===== src/rtl/bdc_pkg.sv =====
package bdc_pkg;

  localparam int BYTE_W            = 8;
  localparam int LEN_REG_W         = 17;
  localparam int CFG_INDEX_W       = 2;
  localparam int CFG_DATA_W        = 17;
  localparam int VERDICT_W         = 2;
  localparam int MAX_BLOCK_DEFAULT = 65536;
  localparam int QUEUE_DEPTH       = 2;

  localparam logic [LEN_REG_W-1:0] LENGTH_RESET = 17'd4096;

  typedef enum logic [VERDICT_W-1:0] {
    VERDICT_EQUAL     = 2'd0,
    VERDICT_NOT_EQUAL = 2'd1,
    VERDICT_PADDING   = 2'd2,
    VERDICT_LEVEL     = 2'd3
  } verdict_t;

  typedef enum logic [CFG_INDEX_W-1:0] {
    REG_BLOCK_LENGTH = 2'd0,
    REG_LEVEL_MODE   = 2'd1
  } cfg_reg_t;

  typedef enum logic [1:0] {
    BACK_IDLE,
    BACK_DIVIDE,
    BACK_HOLD
  } back_state_t;

endpackage


===== src/rtl/block_difference_compare.sv =====
// Block-wise comparison of two byte streams, one byte pair per word.
// Input queue side: push/full carries byte_a, byte_b, a_ended, b_ended; an
// ended stream's byte counts as zero. Result queue side: empty/pop carries
// verdict and level, one word at the end of each block.
// Config channel: cfg_valid/cfg_ready with cfg_index (0 block_length,
// 1 level_mode) and cfg_data; cfg_ready is always high. Write only while idle.
// Timing: input words are taken one per cycle while the two-entry job queue
// between front and back has room. A block end writes a job into the queue;
// the back end takes it and registers the result directly in equality mode,
// or after a one-bit-per-cycle divider in level mode. The back end clears a
// shown result in the cycle after pop and takes no new job while one is shown.
// When pop stays low the result holds, the job queue fills and full rises.
// Reset (rst, synchronous) empties the queues, clears block state and loads
// block_length 4096, level_mode 0.
module block_difference_compare #(
  parameter int MAX_BLOCK = bdc_pkg::MAX_BLOCK_DEFAULT
) (
  input  logic                            clk,
  input  logic                            rst,
  input  logic                            cfg_valid,
  output logic                            cfg_ready,
  input  logic [bdc_pkg::CFG_INDEX_W-1:0] cfg_index,
  input  logic [bdc_pkg::CFG_DATA_W-1:0]  cfg_data,
  input  logic                            push,
  output logic                            full,
  input  logic [bdc_pkg::BYTE_W-1:0]      byte_a,
  input  logic [bdc_pkg::BYTE_W-1:0]      byte_b,
  input  logic                            a_ended,
  input  logic                            b_ended,
  output logic                            empty,
  input  logic                            pop,
  output logic [bdc_pkg::VERDICT_W-1:0]   verdict,
  output logic [bdc_pkg::BYTE_W-1:0]      level
);

  localparam int LW = $clog2(MAX_BLOCK + 1);
  localparam int SW = $clog2(64'(MAX_BLOCK) * 64'd255 + 64'd1);
  localparam int JW = bdc_pkg::VERDICT_W + SW + LW;

  logic          job_push;
  logic          job_full;
  logic [JW-1:0] job_wdata;
  logic          job_pop;
  logic          job_empty;
  logic [JW-1:0] job_rdata;

  bdc_front #(
    .MAX_BLOCK (MAX_BLOCK),
    .LW        (LW),
    .SW        (SW),
    .JW        (JW)
  ) u_front (
    .clk       (clk),
    .rst       (rst),
    .cfg_valid (cfg_valid),
    .cfg_ready (cfg_ready),
    .cfg_index (cfg_index),
    .cfg_data  (cfg_data),
    .push      (push),
    .full      (full),
    .byte_a    (byte_a),
    .byte_b    (byte_b),
    .a_ended   (a_ended),
    .b_ended   (b_ended),
    .job_push  (job_push),
    .job_full  (job_full),
    .job_data  (job_wdata)
  );

  bdc_queue #(
    .WIDTH (JW),
    .DEPTH (bdc_pkg::QUEUE_DEPTH)
  ) u_queue (
    .clk   (clk),
    .rst   (rst),
    .push  (job_push),
    .full  (job_full),
    .wdata (job_wdata),
    .pop   (job_pop),
    .empty (job_empty),
    .rdata (job_rdata)
  );

  bdc_back #(
    .MAX_BLOCK (MAX_BLOCK),
    .LW        (LW),
    .SW        (SW),
    .JW        (JW)
  ) u_back (
    .clk       (clk),
    .rst       (rst),
    .job_pop   (job_pop),
    .job_empty (job_empty),
    .job_data  (job_rdata),
    .empty     (empty),
    .pop       (pop),
    .verdict   (verdict),
    .level     (level)
  );

endmodule


===== src/rtl/bdc_front.sv =====
module bdc_front #(
  parameter int MAX_BLOCK = bdc_pkg::MAX_BLOCK_DEFAULT,
  parameter int LW = $clog2(MAX_BLOCK + 1),
  parameter int SW = $clog2(64'(MAX_BLOCK) * 64'd255 + 64'd1),
  parameter int JW = bdc_pkg::VERDICT_W + SW + LW
) (
  input  logic                               clk,
  input  logic                               rst,
  input  logic                               cfg_valid,
  output logic                               cfg_ready,
  input  logic [bdc_pkg::CFG_INDEX_W-1:0]    cfg_index,
  input  logic [bdc_pkg::CFG_DATA_W-1:0]     cfg_data,
  input  logic                               push,
  output logic                               full,
  input  logic [bdc_pkg::BYTE_W-1:0]         byte_a,
  input  logic [bdc_pkg::BYTE_W-1:0]         byte_b,
  input  logic                               a_ended,
  input  logic                               b_ended,
  output logic                               job_push,
  input  logic                               job_full,
  output logic [JW-1:0]                      job_data
);

  localparam int CW = (LW > bdc_pkg::LEN_REG_W) ? LW : bdc_pkg::LEN_REG_W;

  logic [bdc_pkg::LEN_REG_W-1:0] block_length;
  logic                          level_mode;
  logic [LW-1:0]                 count;
  logic [SW-1:0]                 sum;
  logic                          mismatch_seen;
  logic                          end_in_block;
  logic                          streams_done;

  logic [CW-1:0]                 len_wide;
  logic [LW-1:0]                 len_eff;
  logic [bdc_pkg::BYTE_W-1:0]    a;
  logic [bdc_pkg::BYTE_W-1:0]    b;
  logic [bdc_pkg::BYTE_W-1:0]    diff;
  logic [LW-1:0]                 count_inc;
  logic [SW-1:0]                 sum_new;
  logic                          mismatch_new;
  logic                          end_new;
  logic                          block_end;
  logic                          accept;
  bdc_pkg::verdict_t             verdict_new;

  assign cfg_ready = 1'b1;

  always_ff @(posedge clk) begin
    if (rst) begin
      block_length <= bdc_pkg::LENGTH_RESET;
      level_mode   <= 1'b0;
    end else if (cfg_valid) begin
      if (cfg_index == bdc_pkg::REG_BLOCK_LENGTH) begin
        block_length <= cfg_data[bdc_pkg::LEN_REG_W-1:0];
      end else if (cfg_index == bdc_pkg::REG_LEVEL_MODE) begin
        level_mode <= cfg_data[0];
      end
    end
  end

  // zero acts as one, oversized saturates
  always_comb begin
    len_wide = CW'(block_length);
    if (block_length == '0) begin
      len_eff = LW'(1);
    end else if (len_wide > CW'(MAX_BLOCK)) begin
      len_eff = LW'(MAX_BLOCK);
    end else begin
      len_eff = LW'(len_wide);
    end
  end

  always_comb begin
    a            = a_ended ? '0 : byte_a;
    b            = b_ended ? '0 : byte_b;
    diff         = (a > b) ? (a - b) : (b - a);
    count_inc    = count + LW'(1);
    sum_new      = sum + SW'(diff);
    mismatch_new = mismatch_seen | (a != b);
    end_new      = end_in_block | a_ended | b_ended;
    block_end    = count_inc >= len_eff;
    accept       = push & ~job_full;
    if (streams_done) begin
      verdict_new = bdc_pkg::VERDICT_PADDING;
    end else if (level_mode) begin
      verdict_new = bdc_pkg::VERDICT_LEVEL;
    end else if (mismatch_new) begin
      verdict_new = bdc_pkg::VERDICT_NOT_EQUAL;
    end else begin
      verdict_new = bdc_pkg::VERDICT_EQUAL;
    end
  end

  assign full     = job_full;
  assign job_push = accept & block_end;
  assign job_data = {verdict_new, sum_new, len_eff};

  always_ff @(posedge clk) begin
    if (rst) begin
      count         <= '0;
      sum           <= '0;
      mismatch_seen <= 1'b0;
      end_in_block  <= 1'b0;
      streams_done  <= 1'b0;
    end else if (accept) begin
      if (block_end) begin
        count         <= '0;
        sum           <= '0;
        mismatch_seen <= 1'b0;
        end_in_block  <= 1'b0;
        streams_done  <= streams_done | end_new;
      end else begin
        count         <= count_inc;
        sum           <= sum_new;
        mismatch_seen <= mismatch_new;
        end_in_block  <= end_new;
      end
    end
  end

endmodule


===== src/rtl/bdc_queue.sv =====
module bdc_queue #(
  parameter int WIDTH = 8,
  parameter int DEPTH = bdc_pkg::QUEUE_DEPTH
) (
  input  logic             clk,
  input  logic             rst,
  input  logic             push,
  output logic             full,
  input  logic [WIDTH-1:0] wdata,
  input  logic             pop,
  output logic             empty,
  output logic [WIDTH-1:0] rdata
);

  localparam int PW   = (DEPTH > 1) ? $clog2(DEPTH) : 1;
  localparam int CNTW = $clog2(DEPTH + 1);

  logic [WIDTH-1:0] mem [DEPTH];
  logic [PW-1:0]    wptr;
  logic [PW-1:0]    rptr;
  logic [CNTW-1:0]  count;
  logic             do_push;
  logic             do_pop;

  assign full    = count == CNTW'(DEPTH);
  assign empty   = count == '0;
  assign do_push = push & ~full;
  assign do_pop  = pop & ~empty;
  assign rdata   = mem[rptr];

  always_ff @(posedge clk) begin
    if (do_push) begin
      mem[wptr] <= wdata;
    end
  end

  always_ff @(posedge clk) begin
    if (rst) begin
      wptr  <= '0;
      rptr  <= '0;
      count <= '0;
    end else begin
      if (do_push) begin
        wptr <= (wptr == PW'(DEPTH - 1)) ? '0 : wptr + PW'(1);
      end
      if (do_pop) begin
        rptr <= (rptr == PW'(DEPTH - 1)) ? '0 : rptr + PW'(1);
      end
      if (do_push && !do_pop) begin
        count <= count + CNTW'(1);
      end else if (do_pop && !do_push) begin
        count <= count - CNTW'(1);
      end
    end
  end

endmodule


===== src/rtl/bdc_back.sv =====
module bdc_back #(
  parameter int MAX_BLOCK = bdc_pkg::MAX_BLOCK_DEFAULT,
  parameter int LW = $clog2(MAX_BLOCK + 1),
  parameter int SW = $clog2(64'(MAX_BLOCK) * 64'd255 + 64'd1),
  parameter int JW = bdc_pkg::VERDICT_W + SW + LW
) (
  input  logic                           clk,
  input  logic                           rst,
  output logic                           job_pop,
  input  logic                           job_empty,
  input  logic [JW-1:0]                  job_data,
  output logic                           empty,
  input  logic                           pop,
  output logic [bdc_pkg::VERDICT_W-1:0]  verdict,
  output logic [bdc_pkg::BYTE_W-1:0]     level
);

  localparam int SCW = $clog2(SW);

  bdc_pkg::back_state_t state;
  bdc_pkg::back_state_t state_next;

  bdc_pkg::verdict_t    job_verdict;
  logic [SW-1:0]        job_sum;
  logic [LW-1:0]        job_len;

  logic [SW-1:0]        quo;
  logic [LW-1:0]        rem;
  logic [LW-1:0]        divisor;
  logic [SCW-1:0]       step;
  bdc_pkg::verdict_t    res_verdict;
  logic [bdc_pkg::BYTE_W-1:0] res_level;

  logic [LW:0]          trial;
  logic                 ge;
  logic [LW-1:0]        rem_next;
  logic [SW-1:0]        quo_next;

  logic                 load_div;
  logic                 load_direct;
  logic                 div_step;
  logic                 div_last;

  assign job_verdict = bdc_pkg::verdict_t'(job_data[JW-1 -: bdc_pkg::VERDICT_W]);
  assign job_sum     = job_data[LW +: SW];
  assign job_len     = job_data[LW-1:0];

  // one restoring division step per cycle
  always_comb begin
    trial    = {rem, quo[SW-1]};
    ge       = trial >= {1'b0, divisor};
    rem_next = ge ? LW'(trial - {1'b0, divisor}) : LW'(trial);
    quo_next = {quo[SW-2:0], ge};
  end

  always_comb begin
    state_next = state;
    case (state)
      bdc_pkg::BACK_IDLE: begin
        if (!job_empty) begin
          state_next = (job_verdict == bdc_pkg::VERDICT_LEVEL) ?
                       bdc_pkg::BACK_DIVIDE : bdc_pkg::BACK_HOLD;
        end
      end
      bdc_pkg::BACK_DIVIDE: begin
        if (step == '0) begin
          state_next = bdc_pkg::BACK_HOLD;
        end
      end
      bdc_pkg::BACK_HOLD: begin
        if (pop) begin
          state_next = bdc_pkg::BACK_IDLE;
        end
      end
      default: state_next = bdc_pkg::BACK_IDLE;
    endcase
  end

  always_comb begin
    job_pop     = 1'b0;
    load_div    = 1'b0;
    load_direct = 1'b0;
    div_step    = 1'b0;
    div_last    = 1'b0;
    empty       = 1'b1;
    case (state)
      bdc_pkg::BACK_IDLE: begin
        job_pop     = ~job_empty;
        load_div    = ~job_empty & (job_verdict == bdc_pkg::VERDICT_LEVEL);
        load_direct = ~job_empty & (job_verdict != bdc_pkg::VERDICT_LEVEL);
      end
      bdc_pkg::BACK_DIVIDE: begin
        div_step = 1'b1;
        div_last = step == '0;
      end
      bdc_pkg::BACK_HOLD: begin
        empty = 1'b0;
      end
      default: begin
        empty = 1'b1;
      end
    endcase
  end

  always_ff @(posedge clk) begin
    if (rst) begin
      state <= bdc_pkg::BACK_IDLE;
    end else begin
      state <= state_next;
    end
  end

  always_ff @(posedge clk) begin
    if (load_div) begin
      quo     <= job_sum;
      rem     <= '0;
      divisor <= job_len;
      step    <= SCW'(SW - 1);
    end
    if (div_step) begin
      quo  <= quo_next;
      rem  <= rem_next;
      step <= step - SCW'(1);
    end
    if (load_direct) begin
      res_verdict <= job_verdict;
      res_level   <= '0;
    end
    if (div_last) begin
      res_verdict <= bdc_pkg::VERDICT_LEVEL;
      res_level   <= quo_next[bdc_pkg::BYTE_W-1:0];
    end
  end

  assign verdict = res_verdict;
  assign level   = res_level;

endmodule


===== config.mk =====
export PLATFORM = sky130hd
export DESIGN_NAME = block_difference_compare
export DESIGN_NICKNAME = d
export VERILOG_FILES = /design/src/rtl/bdc_pkg.sv /design/src/rtl/block_difference_compare.sv /design/src/rtl/bdc_front.sv /design/src/rtl/bdc_queue.sv /design/src/rtl/bdc_back.sv
export SDC_FILE = /design/constraint.sdc
export NUM_CORES = 1
export LEC_CHECK = 0
export ABC_AREA = 0
export BUFFER_PORTS_ARGS = -buffer_cell sky130_fd_sc_hd__buf_2
export CAP_MARGIN = 15
export CORE_ASPECT_RATIO = 0.7
export CORE_MARGIN = 3
export CORE_UTILIZATION = 56
export DETAILED_ROUTE_END_ITERATION = 7
export PLACE_DENSITY = 0.84
export SYNTH_ARGS = -nofsm -noshare
export SYNTH_HDL_FRONTEND = slang
export SYNTH_SLANG_ARGS = --single-unit

===== constraint.sdc =====
create_clock -name clk -period 5.3 [get_ports clk]
set_input_delay 1.59 -clock clk [delete_from_list [all_inputs] [get_ports clk]]
set_output_delay 1.59 -clock clk [all_outputs]
set_load 0.1 [all_outputs]

==> run summary <==
====================================================================================================
Portion of synthesized cell area occupied by the leading cell type                             40.9%
Iteration-0 DRC Markers                                                                          752
Part of the Yosys area used for sequential elements                                            53.2%
Total clock buffers created by CTS                                                                21
Largest clock skew in the final design                                                       16.1 ps
Fraction of layout cells with a size suffix above 1                                            16.0%
Clock-pin slew reported for the worst setup and hold paths after clock tree synthesis          60 ps
Area enclosed by the die boundary                                                        22400 sq um
Net total in the final layout                                                                   1282
Detail-routed via count per cell                                                                5.77
Status                                                                                     completed
Number of distinct library cells after synthesis                                                  63
Number of nets with antenna violations after routing                                               0
Later-pin clock latency in the skew report                                                    500 ps
Final RePlAce weighted congestion                                                              0.892
Cell area after synthesis                                                                11500 sq um
WP data required                                                                             5690 ps
Endpoints failing hold                                                                             0
Buffers on Ports                                                                                  53
Detailed-placement wirelength estimate                                                       17.2 mm
Most area-hungry cell type in the Yosys netlist                                         sky130_fd_sc_hd__edfxtp_1
Number of buffers inserted by hold repair at cts                                                   0
Max VDD drop                                                                                  242 uV
Number of sinks driven by the clock tree                                                         228
Placed instance area                                                                     12400 sq um
Clock Path Buffers                                                                                 3
Min-Delay Path Depth                                                                               2
Cell count after synthesis                                                                      1085
Pin count of the biggest net entering global routing                                              58
Count of H-tree levels built during CTS                                                            1
Total detailed-routing wirelength                                                            24.3 mm
Final non-filler cell area                                                               13100 sq um
Reported max-cap violation count                                                                   0
Transition time at the pin with the least slew margin                                        1090 ps
Maximum net fanout on the critical path                                                            9
Total of warnings raised by yosys                                                                  0
Area inside the core boundary                                                            20000 sq um
CTS Root Buffer Type                                                                    sky130_fd_sc_hd__clkbuf_16
P per Cell Area                                                                          441 nW/um^2
Max-slew violations                                                                                0
Fraction of the cycle the final worst path needs                                               94.4%
Final core area utilization                                                                    65.5%
Primary flip-flop cell chosen by synthesis mapping                                      sky130_fd_sc_hd__edfxtp_1
Vias in the first global route                                                                  8024
Standby leakage power                                                                        5.23 nW
Arrival time of data at the critical path endpoint                                           5390 ps
First-pass GRT wire length                                                                   39.9 mm
N_diodes                                                                                           0
Area growth from synthesis to final layout                                                     13.7%
Die W                                                                                    177 microns
Vias after detailed routing                                                                     8424
Wire per inst                                                                           16.6 microns
Leading post-synthesis cells by cell area                                               sky130_fd_sc_hd__edfxtp_1 (41%), sky130_fd_sc_hd__dfxtp_1 (12%), sky130_fd_sc_hd__ha_1 (6.5%)
Nature of the critical path startpoint                                                  primary input
Overall track demand over capacity in global routing                                           21.9%
Final critical delay including setup and external delays                                     5010 ps
First-pass iteration count of the detailed router                                                  5
Number of antenna violations at the first check in global routing                                  0
Min-delay worst type                                                                    register to register
Synthesized area divided by synthesized cell count                                        10.6 sq um
Nets in the synthesized netlist                                                                 1191
Sort of element at the end of the critical path                                             register
Highest attainable clock frequency                                                           200 MHz
Initial core utilization                                                                       57.6%
Number of cell instances on the worst register-to-register path                                   13
Post-synthesis async set-or-reset flop share                                                      0%
Row count                                                                                         43
Worst rel slew slack                                                                           26.9%
Type of the worst setup path                                                            primary input to register
Count of flip-flops with a built-in enable after synthesis                                       157
Number of design rule violations left after detail routing                                         0
Number of storage elements in the synthesis netlist                                              228
I/O pin count                                                                                     55
TritonCTS clock tree                                                                           built
Vertical extent of the die                                                               126 microns
Final global-route overflow total                                                                  0
Number of setup violations in the final report                                                     0
====================================================================================================
[cells in the mapped netlist (all sizes together), types with 3 or more instances]
cell type,n
edfxtp,157
nand2,130
nor2,84
inv,72
dfxtp,71
a21oi,67
ha,60
o21ai,59
mux2i,37
xnor2,36
clkbuf,25
mux2,23
a22oi,21
nand2b,21
nand3,19
nor3,18
xor2,17
and2,16
a21o,12
nor2b,12
and3,9
nand4,9
or3,9
a211oi,8
o21a,8
a22o,7
buf,7
or2,7
nor4,6
o21bai,6
o31ai,6
o22ai,5
a2111oi,4
fa,4
o2bb2ai,4
a31oi,3
nand3b,3
o211ai,3
or4,3
[power by group]
part           leakage (nW)  internal [W]  switching, W
Combinational          2.87      0.000730       0.00125
Sequential             2.03       0.00223      0.000126
Clock                 0.330      0.000810      0.000635
Total                  5.23       0.00377       0.00201
[path summary, 6_finish.rpt]
path,startpoint,endpoint,slack [ps]
hold reg to reg,u_front.end_in_block$_SDFFE_PP0P_,u_front.end_in_block$_SDFFE_PP0P_,440
setup reg to reg,u_front.count[0]$_SDFFE_PP0P_,u_queue.mem[0][25]$_DFFE_PP_,1180
setup / recovery,a_ended,u_front.sum[23]$_SDFFE_PP0P_,290
hold / removal,u_front.end_in_block$_SDFFE_PP0P_,u_front.end_in_block$_SDFFE_PP0P_,440
[layout by cell type (no fill, tap or decap), types with 4 or more instances in the layout]
cell                        synthesis  final
sky130_fd_sc_hd__nor3_1            18     18
sky130_fd_sc_hd__a22o_1             7      7
sky130_fd_sc_hd__o21a_1             8      8
sky130_fd_sc_hd__a21oi_2            1      5
sky130_fd_sc_hd__nor2b_1           12      8
sky130_fd_sc_hd__mux2i_1           37     37
sky130_fd_sc_hd__xnor2_1           36     36
sky130_fd_sc_hd__nor2_1            82     79
sky130_fd_sc_hd__a211oi_1           8      8
sky130_fd_sc_hd__nand2b_1          21     21
sky130_fd_sc_hd__dfxtp_1           71     70
sky130_fd_sc_hd__nand4_1            9      9
sky130_fd_sc_hd__a21o_1            12     12
sky130_fd_sc_hd__clkinv_2           0      7
sky130_fd_sc_hd__o21bai_1           5      5
sky130_fd_sc_hd__o31ai_1            5      5
sky130_fd_sc_hd__a22oi_1           21     21
sky130_fd_sc_hd__inv_1             72     72
sky130_fd_sc_hd__or3_1              8      8
sky130_fd_sc_hd__xor2_1            17     17
sky130_fd_sc_hd__nor2_2             2      4
sky130_fd_sc_hd__clkbuf_16          0     21
sky130_fd_sc_hd__ha_1              60     59
sky130_fd_sc_hd__and2_1            16     15
sky130_fd_sc_hd__or2_2              7      7
sky130_fd_sc_hd__buf_2              4     53
sky130_fd_sc_hd__nand3_1           19     19
sky130_fd_sc_hd__nand2_1          129    128
sky130_fd_sc_hd__o22ai_1            5      5
sky130_fd_sc_hd__edfxtp_1         157    157
sky130_fd_sc_hd__mux2_2            22     22
sky130_fd_sc_hd__o2bb2ai_1          4      4
sky130_fd_sc_hd__and3_1             9      9
sky130_fd_sc_hd__o21ai_0           57     56
sky130_fd_sc_hd__a21oi_1           66     62
sky130_fd_sc_hd__nor4_1             6      6
sky130_fd_sc_hd__buf_4              1     46
[area by class of cell]
class	instances	area, sq um
Fill cell	1532	6910
Sequential cell	228	6140
Multi-Input combinational cell	753	5080
Timing Repair Buffer	100	631
Clock buffer	28	571
Tap cell	270	338
Inverter	72	270
Clock inverter	10	77.6
[flip-flops by register name, indices dropped and copies added, names as in the netlist, named ones only]
| signal | count |
|---|---|
| u_queue.mem | 86 |
| u_front.streams_done | 1 |
| u_front.mismatch_seen | 1 |
| u_back.state | 2 |
| u_queue.count | 2 |
| u_queue.wptr | 1 |
| u_back.rem | 17 |
| u_back.verdict | 2 |
| u_back.divisor | 17 |
| u_back.step | 5 |
| u_front.level_mode | 1 |
| u_back.quo | 24 |
| u_queue.rptr | 1 |
| u_front.count | 17 |
| u_front.end_in_block | 1 |
| u_front.sum | 24 |
| u_front.block_length | 17 |
| u_back.level | 8 |
[critical path: stages]
cell and delay [ps]:
sky130_fd_sc_hd__buf_2 150, sky130_fd_sc_hd__nor2b_2 130, sky130_fd_sc_hd__inv_1 50, sky130_fd_sc_hd__ha_1 220, sky130_fd_sc_hd__fa_2 340, sky130_fd_sc_hd__nand3b_1 200, sky130_fd_sc_hd__a21oi_2 190, sky130_fd_sc_hd__o31ai_4 120
sky130_fd_sc_hd__mux2_4 320, sky130_fd_sc_hd__a221o_1 330, sky130_fd_sc_hd__a21oi_2 130, sky130_fd_sc_hd__xnor2_1 80, sky130_fd_sc_hd__ha_1 350, sky130_fd_sc_hd__nand2_2 100, sky130_fd_sc_hd__o21ai_4 170, sky130_fd_sc_hd__a21oi_2 80
sky130_fd_sc_hd__nor2_4 150, sky130_fd_sc_hd__buf_4 140, sky130_fd_sc_hd__nand4_1 160, sky130_fd_sc_hd__a21o_1 210, sky130_fd_sc_hd__a22o_1 180
[per-layer routing]
metal  track usage, %  share of wire, %
met1             33.6                47
met2             32.4                43
met3             3.77               8.3
met4             5.58               2.0
met5                0                 0
[per-stage QoR]
step / hold WS, ps / std cells / TNS (ps) / setup slack, ps / total power [W]
6_report: 442 / 1461 / 0 / 294 / 0.00578
5_1_grt: 493 / 1461 / -117 / -35.0 / 0.00607
2_1_floorplan: 418 / 1085 / 0 / 7.86 / 0.00378
3_5_place_dp: 436 / 1421 / -9120 / -298 / 0.00430
3_3_place_gp: 428 / 1421 / -4290 / -193 / 0.00423
4_1_cts: 446 / 1459 / 0 / 172 / 0.00574
[logic make-up after synthesis]
logic type | share of synthesized area [%]
multiplexers | 5.49
XOR/XNOR | 4.03
adder cells (fa/ha/maj) | 7.21
buffers and inverters | 3.46
AND/OR/NAND/NOR | 14.1
other | 0.0325
flip-flops | 53.2
AO/OA/AOI/OAI | 12.4
[timing repair]
action                     4_1_cts  5_1_grt
buffers inserted                 0        1
resized for setup                0       10
setup endpoints to repair        0       38
Power figures use the tool's default switching activity.
